`src/hdl/pfa_pkg.sv`:
```
// ----------------------------------------------------------------------------
// Page frame allocator package
// Shared types and codes for the front end, the back end and the top level.
// ----------------------------------------------------------------------------
`default_nettype none

package pfa_pkg;

    // operation codes of the input op field
    localparam logic [2:0] OP_INIT   = 3'd0;
    localparam logic [2:0] OP_ALLOC  = 3'd1;
    localparam logic [2:0] OP_FREE   = 3'd2;
    localparam logic [2:0] OP_FIXED  = 3'd3;
    localparam logic [2:0] OP_QUERY  = 3'd4;
    localparam logic [2:0] OP_OWNER  = 3'd5;

    // result status codes
    localparam logic [2:0] RES_OK        = 3'd0;
    localparam logic [2:0] RES_NOSPACE   = 3'd1;
    localparam logic [2:0] RES_NOTSTART  = 3'd2;
    localparam logic [2:0] RES_PAGEFREE  = 3'd3;
    localparam logic [2:0] RES_BADCOUNT  = 3'd4;

    // configuration register indexes
    localparam logic CFG_TOTAL    = 1'b0;
    localparam logic CFG_RESERVED = 1'b1;

    typedef enum logic [1:0] {
        ST_FREE  = 2'd0,
        ST_ALLOC = 2'd1,
        ST_FIXED = 2'd2
    } t_pstate;

    typedef struct packed {
        t_pstate      state;
        logic [10:0]  len;
        logic [15:0]  owner;
        logic [19:0]  vpage;
    } t_entry;

    typedef enum logic [3:0] {
        K_INIT,
        K_ALLOC,
        K_BADCNT,
        K_FREE,
        K_FIX,
        K_QUERY,
        K_OWNER,
        K_PGFREE,
        K_NOP
    } t_kind;

    typedef struct packed {
        t_kind        kind;
        logic [10:0]  count;
        logic [9:0]   page;
        logic         make_fixed;
        logic [15:0]  owner;
        logic [19:0]  vpage;
    } t_cmd;

endpackage

`default_nettype wire

```
`src/hdl/pfa_front.sv`:
```
// ----------------------------------------------------------------------------
// Page frame allocator front end
// Accepts operations, classifies them against the map size and queues them.
// ----------------------------------------------------------------------------
`default_nettype none

module pfa_front
    import pfa_pkg::*;
#(
    parameter int CW = 11
) (
    input  wire logic          i_clk,
    input  wire logic          i_rst_n,
    input  wire logic          i_in_valid,
    output logic               o_in_stall,
    input  wire logic [2:0]    i_op,
    input  wire logic [10:0]   i_count,
    input  wire logic [9:0]    i_page,
    input  wire logic          i_make_fixed,
    input  wire logic [15:0]   i_owner,
    input  wire logic [19:0]   i_vpage,
    input  wire logic [CW-1:0] i_size,
    input  wire logic          i_clearing,
    output logic               o_q_valid,
    input  wire logic          i_q_ready,
    output t_cmd               o_cmd
);

    t_cmd       r_q [2];
    logic       r_wp;
    logic       r_rp;
    logic [1:0] r_cnt;
    t_cmd       cls;
    logic       inmap;
    logic       push;
    logic       pop;

    assign inmap = CW'(i_page) < i_size;

    always_comb begin
        cls.count      = i_count;
        cls.page       = i_page;
        cls.make_fixed = i_make_fixed;
        cls.owner      = i_owner;
        cls.vpage      = i_vpage;
        unique case (i_op)
            OP_INIT:  cls.kind = K_INIT;
            OP_ALLOC: cls.kind = (i_count == 11'd0) ? K_BADCNT : K_ALLOC;
            OP_FREE:  cls.kind = inmap ? K_FREE : K_PGFREE;
            OP_FIXED: cls.kind = inmap ? K_FIX : K_PGFREE;
            OP_QUERY: cls.kind = inmap ? K_QUERY : K_NOP;
            OP_OWNER: cls.kind = inmap ? K_OWNER : K_PGFREE;
            default:  cls.kind = K_NOP;
        endcase
    end

    assign o_in_stall = (r_cnt == 2'd2) || i_clearing;
    assign push       = i_in_valid && !o_in_stall;
    assign o_q_valid  = (r_cnt != 2'd0);
    assign pop        = o_q_valid && i_q_ready;
    assign o_cmd      = r_q[r_rp];

    always_ff @(posedge i_clk) begin
        if (push) begin
            r_q[r_wp] <= cls;
        end
    end

    always_ff @(posedge i_clk) begin
        if (!i_rst_n) begin
            r_wp  <= 1'b0;
            r_rp  <= 1'b0;
            r_cnt <= 2'd0;
        end else begin
            if (push) begin
                r_wp <= !r_wp;
            end
            if (pop) begin
                r_rp <= !r_rp;
            end
            r_cnt <= r_cnt + 2'(push) - 2'(pop);
        end
    end

endmodule

`default_nettype wire

```
`config.mk`:
```
export PLATFORM = sky130hd
export DESIGN_NAME = pfa_front
export DESIGN_NICKNAME = d
export VERILOG_FILES = /design/src/hdl/pfa_pkg.sv /design/src/hdl/pfa_front.sv
export SDC_FILE = /design/constraint.sdc
export NUM_CORES = 1
export LEC_CHECK = 0
export ABC_AREA = 1
export BUFFER_PORTS_ARGS = -buffer_cell sky130_fd_sc_hd__buf_2
export CAP_MARGIN = 40
export CORE_MARGIN = 8
export CORE_UTILIZATION = 45
export DETAILED_ROUTE_END_ITERATION = 8
export PLACE_DENSITY_LB_ADDON = 0.15
export SLEW_MARGIN = 0
export SYNTH_ARGS = -nofsm -noshare
export SYNTH_HDL_FRONTEND = slang
export SYNTH_SLANG_ARGS = --single-unit
```
`constraint.sdc`:
```
create_clock -name i_clk -period 3.8 [get_ports i_clk]
set_input_delay 0.76 -clock i_clk [delete_from_list [all_inputs] [get_ports i_clk]]
set_output_delay 0.76 -clock i_clk [all_outputs]
set_load 0.02 [all_outputs]
```
# == After elaboration in Yosys (flattened, before gate mapping) ==
# Memory sizes are Yosys's and may differ from the RTL's. A register that Yosys moved wholly into a read port is not among the register bits.
# Index checks and enable logic that the tools add are counted.
# word_totals
mem_bits_rw,124
ff_bits,4
input_bits,77
n_memories,1
# mem_list
memory,depth,word_bits,read_ports,rd_clocked_by_memory_dff,write_ports,line_no,text
r_q,2,62,1,1,1,pfa_front.sv:29,t_cmd r_q [2];
# op_classes
n_lt_le_gt_ge,1
mux,10
add_sub_neg,2
reduce_logical,9
n_eq_ne,6
# ops
operator,count
$pmux 4 s6,1
$logic_not 11->1,1
$lt 10x11->1,1
$eq 3x2->1 const B,2
$eq 3x3->1 const B,2
$mux 1,5
$mux 2,2
$mux 4,1
$eq 3x1->1 const B,1
$logic_not 1->1,3
$logic_not 3->1,1
$mux 3,1
$add 2x1->2,1
$eq 2x2->1 const B,1
$logic_and 1x1->1,2
$reduce_bool 2->1,1
$sub 2x1->2,1
$logic_or 1x1->1,1

# == Longest topological paths before layout ==
# Gate-level depths: netlist of run 1.
# logic_depth
ltp_word,6
mapped_depth,10
depth_no_buf,10

# == Least setup slack after synthesis of run 1 ==
# No wires, ideal clock.
# synth_path
path_type,input to register
from,input port i_clearing
to,"memory r_q[0][0] (netlist bit), enable pin"
setup_slack_ns,-0.255
required_time_ns,3.318
setup_ns,0.482
arrival_ns,3.573
path_buffers,0
path_stages,3
path_cell_list,inv_1 nand3_1 nor2_1
# synth_between
elab_chain_cells,5
# synth_rtl
element,line_no,text
from (decl),pfa_front.sv:23,"input wire logic i_clearing,"
$logic_or 1x1->1,pfa_front.sv:57,assign o_in_stall = (r_cnt == 2'd2) || i_clearing;
$logic_not 1->1,pfa_front.sv:58,assign push = i_in_valid && !o_in_stall;
$logic_and 1x1->1,pfa_front.sv:58,
$mux 1,pfa_front.sv:64,if (push) begin
$mux 1 (implied by the code),pfa_front.sv:65,r_q[r_wp] <= cls;
to (decl),pfa_front.sv:29,
# No other way between the ends.

==> results of run 1 <==
synthesized netlist by cell type:
library cell | count | share of area
sky130_fd_sc_hd__inv_2 | 1 | 0.00070
sky130_fd_sc_hd__mux2_2 | 2 | 0.0042
sky130_fd_sc_hd__nand2_2 | 2 | 0.0023
sky130_fd_sc_hd__a21oi_2 | 1 | 0.0016
sky130_fd_sc_hd__edfxtp_1 | 124 | 0.69
sky130_fd_sc_hd__o21ai_0 | 5 | 0.0047
sky130_fd_sc_hd__buf_6 | 7 | 0.015
sky130_fd_sc_hd__xnor2_1 | 1 | 0.0016
sky130_fd_sc_hd__nor3_2 | 1 | 0.0019
sky130_fd_sc_hd__nor2_1 | 9 | 0.0063
sky130_fd_sc_hd__ha_1 | 11 | 0.026
sky130_fd_sc_hd__dfxtp_1 | 5 | 0.019
sky130_fd_sc_hd__a21oi_1 | 6 | 0.0056
sky130_fd_sc_hd__nor3b_2 | 1 | 0.0023
sky130_fd_sc_hd__nand2_1 | 25 | 0.017
sky130_fd_sc_hd__inv_1 | 26 | 0.018
sky130_fd_sc_hd__nand4_1 | 4 | 0.0047
sky130_fd_sc_hd__mux2_4 | 60 | 0.17
sky130_fd_sc_hd__nand3_1 | 8 | 0.0075
sky130_fd_sc_hd__and2_1 | 1 | 0.0012
stage by stage:
stage | area [um2] | TNS (ps)
after floorplan | 5370 | -31620
after global placement | 6250 | 0
after detailed placement | 6250 | 0
after CTS | 6830 | 0
after global routing | 6830 | 0
final | 6830 | 0
kinds of logic (layout without fill, tap and decap cells):
group	after synthesis	count (layout)
AOI/OAI and AO/OA	12	12
xor gates and xnor gates	1	1
adders and majority gates	11	11
buffers and inverters	34	203
DFF	129	129
muxes	62	62
and+or+nand+nor	51	51
per-layer routing:
metal	GRT usage	wire length (um)	up-vias
met3	0.0438	593	13
met2	0.217	4900	95
met4	0.0688	167	0
met1	0.135	3980	1405
met5	0	0	-
li1	-	-	1424
worst max path at each step:
| stage | endpoint | slack (ps) | cells past startpoint |
|---|---|---|---|
| 2_1_floorplan | r_q[0][0]$_DFFE_PP_ | -250 | 3 |
| 3_3_place_gp | r_q[0][17]$_DFFE_PP_ | 1330 | 5 |
| 3_5_place_dp | r_q[0][15]$_DFFE_PP_ | 1320 | 5 |
| 4_1_cts | o_cmd[61] | 1280 | 3 |
| 5_1_grt | o_cmd[61] | 1260 | 3 |
| 6_report | o_cmd[57] | 1330 | 3 |
worst max-delay path, delay by kind of cell, from the launching register on:
family,cells,cell delay [ps]
buffers and inverters,2,530
DFF,1,340
muxes,1,350
power breakdown:
part           internal (mW)  total, mW  switching, mW
registers               1.69       1.72         0.0307
logic                  0.464       1.04          0.573
clock network           1.02       1.56          0.543
total                   3.18       4.33           1.15
registers in the layout, summed over array words and instances (netlist names), named ones only:
register / count
r_cnt: 2
r_wp: 1
r_rp: 1
r_q: 124
final cells by class:
cell class / count / area (um2) / area share
well taps: 147 / 184 / 0.0269
clock inverters: 12 / 141 / 0.0207
flip-flops and latches: 129 / 3830 / 0.560
multi-input cells: 137 / 1380 / 0.202
repair buffers: 144 / 756 / 0.111
inverters: 27 / 101 / 0.0148
clock buffers: 20 / 437 / 0.0639
==> metrics.md, run 1 <==
| Metric | Value |
|---|---|
| Post-CTS sizing | 0 |
| Post-route DRC violation count | 0 |
| Post-Place Worst Slack | 1320 ps |
| CTS root buf | sky130_fd_sc_hd__clkbuf_16 |
| Max incr delay on CP | approximately 370 ps |
| Critical path class | reg2out |
| Global-route wire length before repair | 15300 um |
| Max_slew headroom | 0.526 |
| Worst Path Arrival | 1710 ps |
| Hold_ws | 448 ps |
| # diodes | 0 |
| Peak clock frequency supported by timing | just over 400 MHz |
| Minimum setup slack in the final design | 1330 ps |
| Biggest fanout along the worst timing path | 62 |
| Area fraction in compound gates after synthesis | 0.0119 |
| Share of synthesized area occupied by flip-flops and latches | 0.712 |
| Origin of the worst min-delay path | r_rp$_SDFFE_PN0P_ |
| Number of antenna violations at the first check in global routing | 0 |
| Slew of the pin with the lowest slew margin | 710 ps |
| Clock buffer count from CTS | 17 |
| Placed wire-length estimate after detailed placement | 6840 um |
| Placed cell count | 584 |
| Final-stage net count | 544 |
| Net count of the mapped netlist | 388 |
| Area share of xor/xnor cells in the synthesized design | 0.00163 |
| Setup Viol. Count Final | 0 |
| Basic-gate share of the synthesized area counting and, or, nand and nor cells | 0.0436 |
| Global-route usage over all layers | 0.126 |
| Count of antenna-violating nets left after detailed routing | 0 |
| Post-synthesis mux area share | 0.172 |
| Slack of the worst reg-to-reg path | about 1800 ps |
| Pwr per Cell Area | 634 nW/um2 |
| Run status | finished clean |
| Hold Path Class | reg2reg |
| Synth unique cells | 20 |
| Fillcell total | 942 |
| Post-CTS setup-driven buffer insertion count | 0 |
| Data required time of the worst path | 3040 ps |
| Effective utilization at floorplan | 0.455 |
| Clock transition at the registers of the reported paths | 50 ps |
| Flops & latches, synth | 129 |
| Synthesized instance count | 300 |
| Post-route core utilization | 0.578 |
| End of the worst register-to-register path | r_q[0][14]$_DFFE_PP_ |
| Yosys warning total | 0 |
| Hold violation total from the final report | 0 |
| Total congestion overflow | 0 |
| Routed wire length | 9640 um |
| Count of H-tree levels built during CTS | 4 |
| Post-Route Skew | 5.19 ps |
| Die outline width | 125 um |
| Total iterations of the first detailed-routing run | 6 |
| Final worst path period need | ~2500 ps |
| Largest family of logic cells by synthesized area | multiplexers |
| Standby leakage power | around 2.9 nW |
| Vert. Die Dim | ~130 um |
| Total power | 4.33 mW |
| Type of origin of the critical path | register |
| Number of cells in the finished layout apart from fillers | 616 |
| Area growth from synthesis to layout | 27.1% |
| DR vias/cell | 4.77 |
| Port-buffer cells | between 100 and 150 |
| Clock latency on the worst-skew pair | approximately 400 ps |
| Vias in the first global route | 3128 |
| Maximum resistive drop on vdd | 0.000304 V |
| Worst reg2reg startpoint | r_cnt[0]$_SDFF_PN0_ |
| Core ar. | 11800 um2 |
| Total vias in the final route | 2937 |
| Max Root-Sink Buffers | 2 |
| Number of standard-cell rows in the floorplan | 40 |
| Routed length per placed instance | 15.6 um |
| TritonCTS clock tree | done |
| Pins over their slew limit | 0 |
| Fraction of layout instances using a drive strength above 1 | 0.518 |
| Total standard cell area after synthesis | 5370 um2 |
| Max-cap viol count | 0 |
| Hold path cells | 1 |
| Die area | 15700 um2 |
| Weighted congestion at the end of routability-driven global placement | 0.729 |
| Highest-count cells in the layout ignoring fill and taps | 140 x sky130_fd_sc_hd__buf_2, 124 x sky130_fd_sc_hd__edfxtp_1, 60 x sky130_fd_sc_hd__mux2_4, 26 x sky130_fd_sc_hd__inv_1, 25 x sky130_fd_sc_hd__nand2_1 |
| Number of buffers inserted by hold repair at cts | 0 |
| Most common cell after layout, fill and taps aside | sky130_fd_sc_hd__buf_2 |
| Critical Path, Cell by Cell | buf_12 -> mux2_4 -> buf_2 |
| Synth Area in Adders | 0.0256 |
| FF-to-FF path depth | 5 |
| Setup repair after global routing missed its margin | false |
| Detailed router's first-iteration violation count | 167 |
| CP endpoint kind | output pin |
| Mapped Avg Cell Area | 17.9 um2 |
| Number of sinks on the clock net | 129 |
| Fraction of the cycle the final worst path needs | 0.650 |
| Largest net degree at the start of global routing | 63 |
| Slowest stage cell, crit path | sky130_fd_sc_hd__buf_12 |
| IO Pins | 141 |
Note: power is estimated with default switching activity, not from simulation.
==> run 2: changes to the inputs <==
--- a/config.mk
+++ b/config.mk
@@ -5,7 +5,7 @@
 export SDC_FILE = /design/constraint.sdc
 export NUM_CORES = 1
 export LEC_CHECK = 0
-export ABC_AREA = 1
+export ABC_AREA = 0
 export BUFFER_PORTS_ARGS = -buffer_cell sky130_fd_sc_hd__buf_2
 export CAP_MARGIN = 40
 export CORE_MARGIN = 8
==> constraint.sdc (replaced) <==
create_clock -name i_clk -period 2.46 [get_ports i_clk]
set_input_delay 0.492 -clock i_clk [delete_from_list [all_inputs] [get_ports i_clk]]
set_output_delay 0.492 -clock i_clk [all_outputs]
set_load 0.02 [all_outputs]
==> run 2 against run 1 <==
Core utilization is 0.57 points higher. Non-clock buffer count up 2. Worst setup slack lost 1200 ps. Total power increased by 48%. Synthesized cell count shrank 9.3%. Via count is 2.4% lower. Hold slack worse by 170 ps. Wire length grew 3.1%. Critical path type unchanged. Largest power group unchanged.
==> metrics.md, run 2 <==
| Metric | Value |
|---|---|
| Worst reg2reg startpoint | r_cnt[1]$_SDFF_PN0_ |
| Clock power share | 0.352 |
| Hold violation total from the final report | 0 |
| Post-route DRC violation count | 0 |
| Type of origin of the critical path | register |
| IO Pins | 141 |
| Clock latency on the worst-skew pair | 400 ps |
| Placed cell count | 554 |
| Pwr per Cell Area | 978 nW/um2 |
| Top area cells in the synthesized netlist | sky130_fd_sc_hd__edfxtp_1 73%, sky130_fd_sc_hd__mux2_2 14%, sky130_fd_sc_hd__ha_1 2.7%, sky130_fd_sc_hd__dfxtp_1 2.0%, sky130_fd_sc_hd__inv_1 0.96% |
| Yosys warning total | 0 |
| Vert. Die Dim | around 120 um |
| Share of total power consumed by net switching | 0.280 |
| Effective utilization at floorplan | 0.453 |
| Most frequent cell after synthesis | sky130_fd_sc_hd__edfxtp_1 |
| Cell type group with the largest total delay on the critical path | flip-flops |
| Proportion of power drawn by combinational gates | 0.231 |
| Routed wire length | 9940 um |
| Hold Path Class | in2reg |
| Clock buffer count from CTS | 17 |
| Max incr delay on CP | ~540 ps |
| Routed length per placed instance | 17.0 um |
| Share of synthesized area occupied by flip-flops and latches | 0.753 |
| Flops & latches, synth | 129 |
| # diodes | 0 |
| Setup Viol. Count Final | 0 |
| Fraction of the cycle the final worst path needs | 0.945 |
| Post-CTS setup-driven buffer insertion count | 0 |
| Net count of the mapped netlist | 360 |
| Fraction of layout instances using a drive strength above 1 | 0.555 |
| Port-buffer cells | between 100 and 150 |
| Post-Route Skew | roughly 6.5 ps |
| Synth unique cells | 31 |
| Hold_ws | 276 ps |
| Weighted congestion at the end of routability-driven global placement | 0.713 |
| Peak clock frequency supported by timing | 430 MHz |
| Worst Path Arrival | 1830 ps |
| Synthesized instance count | 272 |
| Die area | 14900 um2 |
| Number of standard-cell rows in the floorplan | 39 |
| CTS root buf | sky130_fd_sc_hd__clkbuf_16 |
| Global-route usage over all layers | 0.137 |
| Highest-count cells in the layout ignoring fill and taps | 140 x sky130_fd_sc_hd__buf_2, 124 x sky130_fd_sc_hd__edfxtp_1, 62 x sky130_fd_sc_hd__mux2_2, 17 x sky130_fd_sc_hd__clkbuf_16, 13 x sky130_fd_sc_hd__inv_1 |
| Asr flop ratio synth | 0 |
| Leading post-synthesis cells by instance count | 124 x sky130_fd_sc_hd__edfxtp_1, 62 x sky130_fd_sc_hd__mux2_2, 13 x sky130_fd_sc_hd__inv_1 |
| Area growth from synthesis to layout | 29.0% |
| Total vias in the final route | 2867 |
| Standby leakage power | 2.53 nW |
| Post-Place Worst Slack | 273 ps |
| Final worst path period need | about 2300 ps |
| Biggest fanout along the worst timing path | 20 |
| Vias in the first global route | 3147 |
| Minimum setup slack in the final design | around 140 ps |
| Number of buffers inserted by hold repair at cts | 0 |
| Maximum resistive drop on vdd | 0.000378 V |
| Placed wire-length estimate after detailed placement | ~6900 um |
| Max-cap viol count | 0 |
| Total standard cell area after synthesis | 5080 um2 |
| Origin of the worst min-delay path | i_owner[11] |
| Clock transition at the registers of the reported paths | 60 ps |
| Setup repair after global routing missed its margin | false |
| Max reg flops | around 120 |
| Count of antenna-violating nets left after detailed routing | 0 |
| Die outline width | 122 um |
| Total congestion overflow | 0 |
| DR vias/cell | 4.89 |
| Post-CTS sizing | 0 |
| Power dissipated by switching net loads | 1.79 mW |
| Detailed router's first-iteration violation count | 126 |
| Buf+Inv Stages, Crit Path | 2 |
| Yosys top cell by area | sky130_fd_sc_hd__edfxtp_1 |
| Post-route core utilization | 0.584 |
| Internal | around 4.6 mW |
| Final-stage net count | roughly 520 |
| Data required time of the worst path | 1970 ps |
| Number of cells in the finished layout apart from fillers | just under 600 |
| Count of H-tree levels built during CTS | 4 |
| Most used DFF post-synth | sky130_fd_sc_hd__edfxtp_1 |
| Number of sinks on the clock net | 129 |
| Max Root-Sink Buffers | 2 |
| Total iterations of the first detailed-routing run | 4 |
| Mapped Avg Cell Area | 18.7 um2 |
| Count of flip-flops with a built-in enable after synthesis | roughly 120 |
| Slowest stage cell, crit path | sky130_fd_sc_hd__dfxtp_2 |
| Sequential cell fraction of total power | 0.417 |
| Fillcell total | between 900 and 1000 |
| Core ar. | 11200 um2 |
| Most common cell after layout, fill and taps aside | sky130_fd_sc_hd__buf_2 |
| Run status | finished clean |
| Largest net degree at the start of global routing | 48 |
| Global-route wire length before repair | 15500 um |
| Max_slew headroom | 0.665 |
| Largest register by flop count | r_q |
| Setup TNS | 0 ps |
| Leading registers by flop count | r_q (124), r_cnt (2) |
| Pins over their slew limit | 0 |
| CP endpoint kind | output pin |
| Slew of the pin with the lowest slew margin | between 400 and 500 ps |
| Number of antenna violations at the first check in global routing | 1 |
| Critical path class | reg2out |
| Critical Path, Cell by Cell | buf_4 -> mux2_2 -> buf_2 |
| TritonCTS clock tree | done |
| Top cell type's share of synthesized area | 0.733 |
## run 2: cell types whose count changed after synthesis, moves of 6 or more
cell                      delta
sky130_fd_sc_hd__buf_2       +6
sky130_fd_sc_hd__mux2_4     -60
sky130_fd_sc_hd__mux2_2     +60
sky130_fd_sc_hd__buf_6       -7
sky130_fd_sc_hd__nand3_1     -8
sky130_fd_sc_hd__nand2_1    -22
sky130_fd_sc_hd__inv_1      -13
sky130_fd_sc_hd__nor2_1      -8
## run 2: stage by stage
step                      area (um2)  power [mW]
after floorplan                 5090        3.71
after global placement          6010        4.22
after detailed placement        6010        4.23
after CTS                       6550        6.52
after global routing            6550        6.71
final                           6550        6.41
## run 2: power by group through the flow
stage                     logic, mW  clock network, mW  registers (mW)
after floorplan                1.04                  0            2.68
after global placement         1.51                  0            2.71
after detailed placement       1.51                  0            2.72
after CTS                      1.52               2.33            2.68
after global routing           1.61               2.41            2.69
final                          1.48               2.26            2.67
## run 2: worst paths after layout
path,slack [ps],to,cells past startpoint
setup / recovery,140,o_cmd[21],3
hold / removal,280,r_q[1][31]$_DFFE_PP_,1
setup reg to reg,660,r_cnt[1]$_SDFF_PN0_,8
hold reg to reg,550,register,2
## run 2: cell families (layout without fill, tap and decap cells)
| group | count (synthesis) | after routing | synth area share |
|---|---|---|---|
| and+or+nand+nor | 27 | 27 | 0.0350 |
| adders and majority gates | 11 | 11 | 0.0271 |
| buffers and inverters | 20 | 191 | 0.0163 |
| muxes | 62 | 62 | 0.137 |
| AOI/OAI and AO/OA | 20 | 20 | 0.0264 |
| DFF | 129 | 129 | 0.753 |
| xor gates and xnor gates | 3 | 3 | 0.00517 |
## run 2: area by class of cell
type | instances | area, um2 | area share
Timing Repair Buffer | 146 | 771 | 0.118
Clock inverter | 14 | 118 | 0.0179
Tap cell | 143 | 179 | 0.0273
Sequential cell | 129 | 3820 | 0.584
Multi-Input combinational cell | 123 | 1180 | 0.180
Inverter | 13 | 48.8 | 0.00745
Clock buffer | 18 | 429 | 0.0655
## run 2: per-layer routing
metal	share of wire	vias to the layer above	global-route usage
li1	-	1378	-
met1	0.41	1378	0.156
met2	0.49	95	0.222
met3	0.087	14	0.0543
met4	0.014	2	0.0655
met5	0.0011	-	0
==> run 3: changes to the inputs <==
--- a/config.mk
+++ b/config.mk
@@ -11,7 +11,7 @@
 export CORE_MARGIN = 8
 export CORE_UTILIZATION = 45
 export DETAILED_ROUTE_END_ITERATION = 8
-export PLACE_DENSITY_LB_ADDON = 0.15
+export PLACE_DENSITY_LB_ADDON = 0.2
 export SLEW_MARGIN = 0
 export SYNTH_ARGS = -nofsm -noshare
 export SYNTH_HDL_FRONTEND = slang
==> run 3 against run 2 <==
Clock skew is 0.66 ps lower. Critical endpoint is now o_cmd[43]. Cell area increased by 0.71%. Total power is 4.5% higher. Wire length up 2.1%. Cell count did not move. Largest power group unchanged. Via count grew 0.87%. Critical path depth is the same. Hold slack improved by 6.3 ps. Worst setup slack gained 170 ps.
==> metrics.md, run 3 (synthesis results as in run 2) <==
| Metric | Value |
|---|---|
| Pwr per Cell Area | 1020 nW/um2 |
| Critical path class | reg2out |
| Peak clock frequency supported by timing | 463 MHz |
| Clock transition at the registers of the reported paths | about 50 ps |
| Max reg flops | 124 |
| Final design instance area without fill | 6600 um2 |
| Count of antenna-violating nets left after detailed routing | 0 |
| Run status | finished clean |
| Fillcell total | slightly above 900 |
| Pins over their slew limit | 0 |
| Max incr delay on CP | 400 ps |
| Sequential cell fraction of total power | 0.395 |
| Critical Path, Cell by Cell | buf_4 -> mux2_2 -> buf_2 |
| Share of total power consumed by net switching | 0.268 |
| Post-CTS setup-driven buffer insertion count | 0 |
| Final-stage net count | approximately 520 |
| FF-to-FF path depth | 8 |
| Vias in the first global route | about 3200 |
| Hold violation total from the final report | 0 |
| Routed wire length | 10100 um |
| Number of stages on the worst setup path | 3 |
| Maximum resistive drop on vdd | between 0.0005 and 0.0006 V |
| Highest-count cells in the layout ignoring fill and taps | 140 x sky130_fd_sc_hd__buf_2, 124 x sky130_fd_sc_hd__edfxtp_1, 62 x sky130_fd_sc_hd__mux2_2, 17 x sky130_fd_sc_hd__clkbuf_16, 13 x sky130_fd_sc_hd__inv_1 |
| Number of buffers inserted by hold repair at cts | 0 |
| Most common cell after layout, fill and taps aside | sky130_fd_sc_hd__buf_2 |
| Port-buffer cells | 140 |
| Post-Route Skew | slightly below 6 ps |
| Total area of multi-input combinational cells | 1180 um2 |
| Fraction of the cycle the final worst path needs | 0.877 |
| Die outline width | 122 um |
| Setup repair after global routing missed its margin | false |
| End of the worst register-to-register path | r_cnt[1]$_SDFF_PN0_ |
| Core ar. | 11200 um2 |
| Critical Path Sink | o_cmd[43] |
| Clock power share | 0.384 |
| Data required time of the worst path | 1970 ps |
| Slowest stage cell, crit path | sky130_fd_sc_hd__mux2_2 |
| Count of H-tree levels built during CTS | 4 |
| CTS root buf | sky130_fd_sc_hd__clkbuf_16 |
| Effective utilization at floorplan | 0.453 |
| Type of origin of the critical path | register |
| Post-CTS sizing | 0 |
| DR vias/cell | roughly 4.9 |
| Slew of the pin with the lowest slew margin | ~600 ps |
| Vert. Die Dim | 122 um |
| CP endpoint kind | output pin |
| Max-cap viol count | 0 |
| Routed length per placed instance | 17.3 um |
| Total congestion overflow | 0 |
| Setup TNS | 0 ps |
| Largest net degree at the start of global routing | 36 |
| Standby leakage power | roughly 2.6 nW |
| Placed wire-length estimate after detailed placement | 6960 um |
| Area taken by flip-flops and latches | around 3800 um2 |
| Detailed router's first-iteration violation count | between 150 and 200 |
| Worst reg2reg startpoint | r_cnt[1]$_SDFF_PN0_ |
| IO Pins | 141 |
| Setup Viol. Count Final | 0 |
| Clock latency on the worst-skew pair | 390 ps |
| Proportion of power drawn by combinational gates | 0.222 |
| Power dissipated by switching net loads | 1.80 mW |
| Placed Instance Area | 5980 um2 |
| Total power | between 6 and 7 mW |
| TritonCTS clock tree | done |
| Largest register by flop count | r_q |
| Hold Path Class | in2reg |
| Fraction of layout instances using a drive strength above 1 | 0.558 |
| Slack of the worst reg-to-reg path | about 650 ps |
| Max Root-Sink Buffers | 2 |
| Leading registers by flop count | r_q (124), r_cnt (2) |
| # diodes | 0 |
| Post-route DRC violation count | 0 |
| Max_slew headroom | 0.598 |
| Biggest fanout along the worst timing path | 31 |
| Hold_ws | roughly 280 ps |
| Number of antenna violations at the first check in global routing | 2 |
| Global-route wire length before repair | 15500 um |
| Buf+Inv Stages, Crit Path | 2 |
| Area growth from synthesis to layout | 29.9% |
| Final worst path period need | 2160 ps |
| Number of sinks on the clock net | between 100 and 150 |
| Cell type group with the largest total delay on the critical path | buffers and inverters |
| Post-route core utilization | 0.588 |
| Number of standard-cell rows in the floorplan | 39 |
| Die area | around 15000 um2 |
| Total iterations of the first detailed-routing run | 4 |
| Internal | 4.90 mW |
| Clock buffer count from CTS | 17 |
| Global-route usage over all layers | 0.137 |
| Worst Path Arrival | 1670 ps |
| Weighted congestion at the end of routability-driven global placement | 0.720 |
| Total vias in the final route | 2892 |
-- run 3: changes by cell type in the layout (fill, tap and decap cells not counted), sizes merged --
cell and change:
bufinv +3, clkinvlp -2, clkbuf -1, clkinv +1, inv -1
-- run 3: cell type report --
class / count / share of cell area
Inverter: 13 / 0.00739
Tap cell: 143 / 0.0271
Timing Repair Buffer: 146 / 0.113
Sequential cell: 129 / 0.580
Clock buffer: 17 / 0.0645
Clock inverter: 15 / 0.0292
Multi-Input combinational cell: 123 / 0.179
-- run 3: worst reg2reg max path, cell delays in order (launching register included) --
cell	delay, ps
sky130_fd_sc_hd__dfxtp_1	330
sky130_fd_sc_hd__or2_2	300
sky130_fd_sc_hd__and2_1	190
sky130_fd_sc_hd__ha_1	270
sky130_fd_sc_hd__inv_1	40
sky130_fd_sc_hd__ha_1	180
sky130_fd_sc_hd__xnor2_1	130
sky130_fd_sc_hd__xnor2_1	120
sky130_fd_sc_hd__and2_1	140
-- run 3: metal layers --
layer / wire (um) / up-vias / share of wire / GRT usage
li1: - / 1382 / - / -
met1: 4380 / 1375 / 0.43 / 0.161
met2: 4770 / 118 / 0.47 / 0.221
met3: 879 / 13 / 0.087 / 0.0575
met4: 90 / 4 / 0.0089 / 0.0510
met5: 27 / - / 0.0027 / 0
-- run 3: worst min path at each step --
stage / startpoint / end / cells past startpoint
floorplan: r_rp$_SDFFE_PN0P_ / register / 2
global placement: r_rp$_SDFFE_PN0P_ / r_rp$_SDFFE_PN0P_ / 2
detailed placement: r_rp$_SDFFE_PN0P_ / register / 2
CTS: i_vpage[19] / r_q[0][19]$_DFFE_PP_ / 1
global route: i_vpage[19] / r_q[0][19]$_DFFE_PP_ / 1
finish: i_owner[10] / r_q[0][30]$_DFFE_PP_ / 1
-- run 3: power by group through the flow --
| stage | sequential [mW] | clock [mW] | combinational (mW) |
|---|---|---|---|
| 4_1_cts | 2.65 | 2.63 | 1.52 |
| 3_3_place_gp | 2.68 | 0 | 1.51 |
| 2_1_floorplan | 2.68 | 0 | 1.04 |
| 6_report | 2.64 | 2.57 | 1.48 |
| 5_1_grt | 2.66 | 2.74 | 1.61 |
| 3_5_place_dp | 2.69 | 0 | 1.51 |
-- run 3: metrics by stage --
stage	cells	setup slack [ps]
global placement	554	288
global route	586	205
detailed placement	554	246
finish	586	302
CTS	586	252
floorplan	272	314
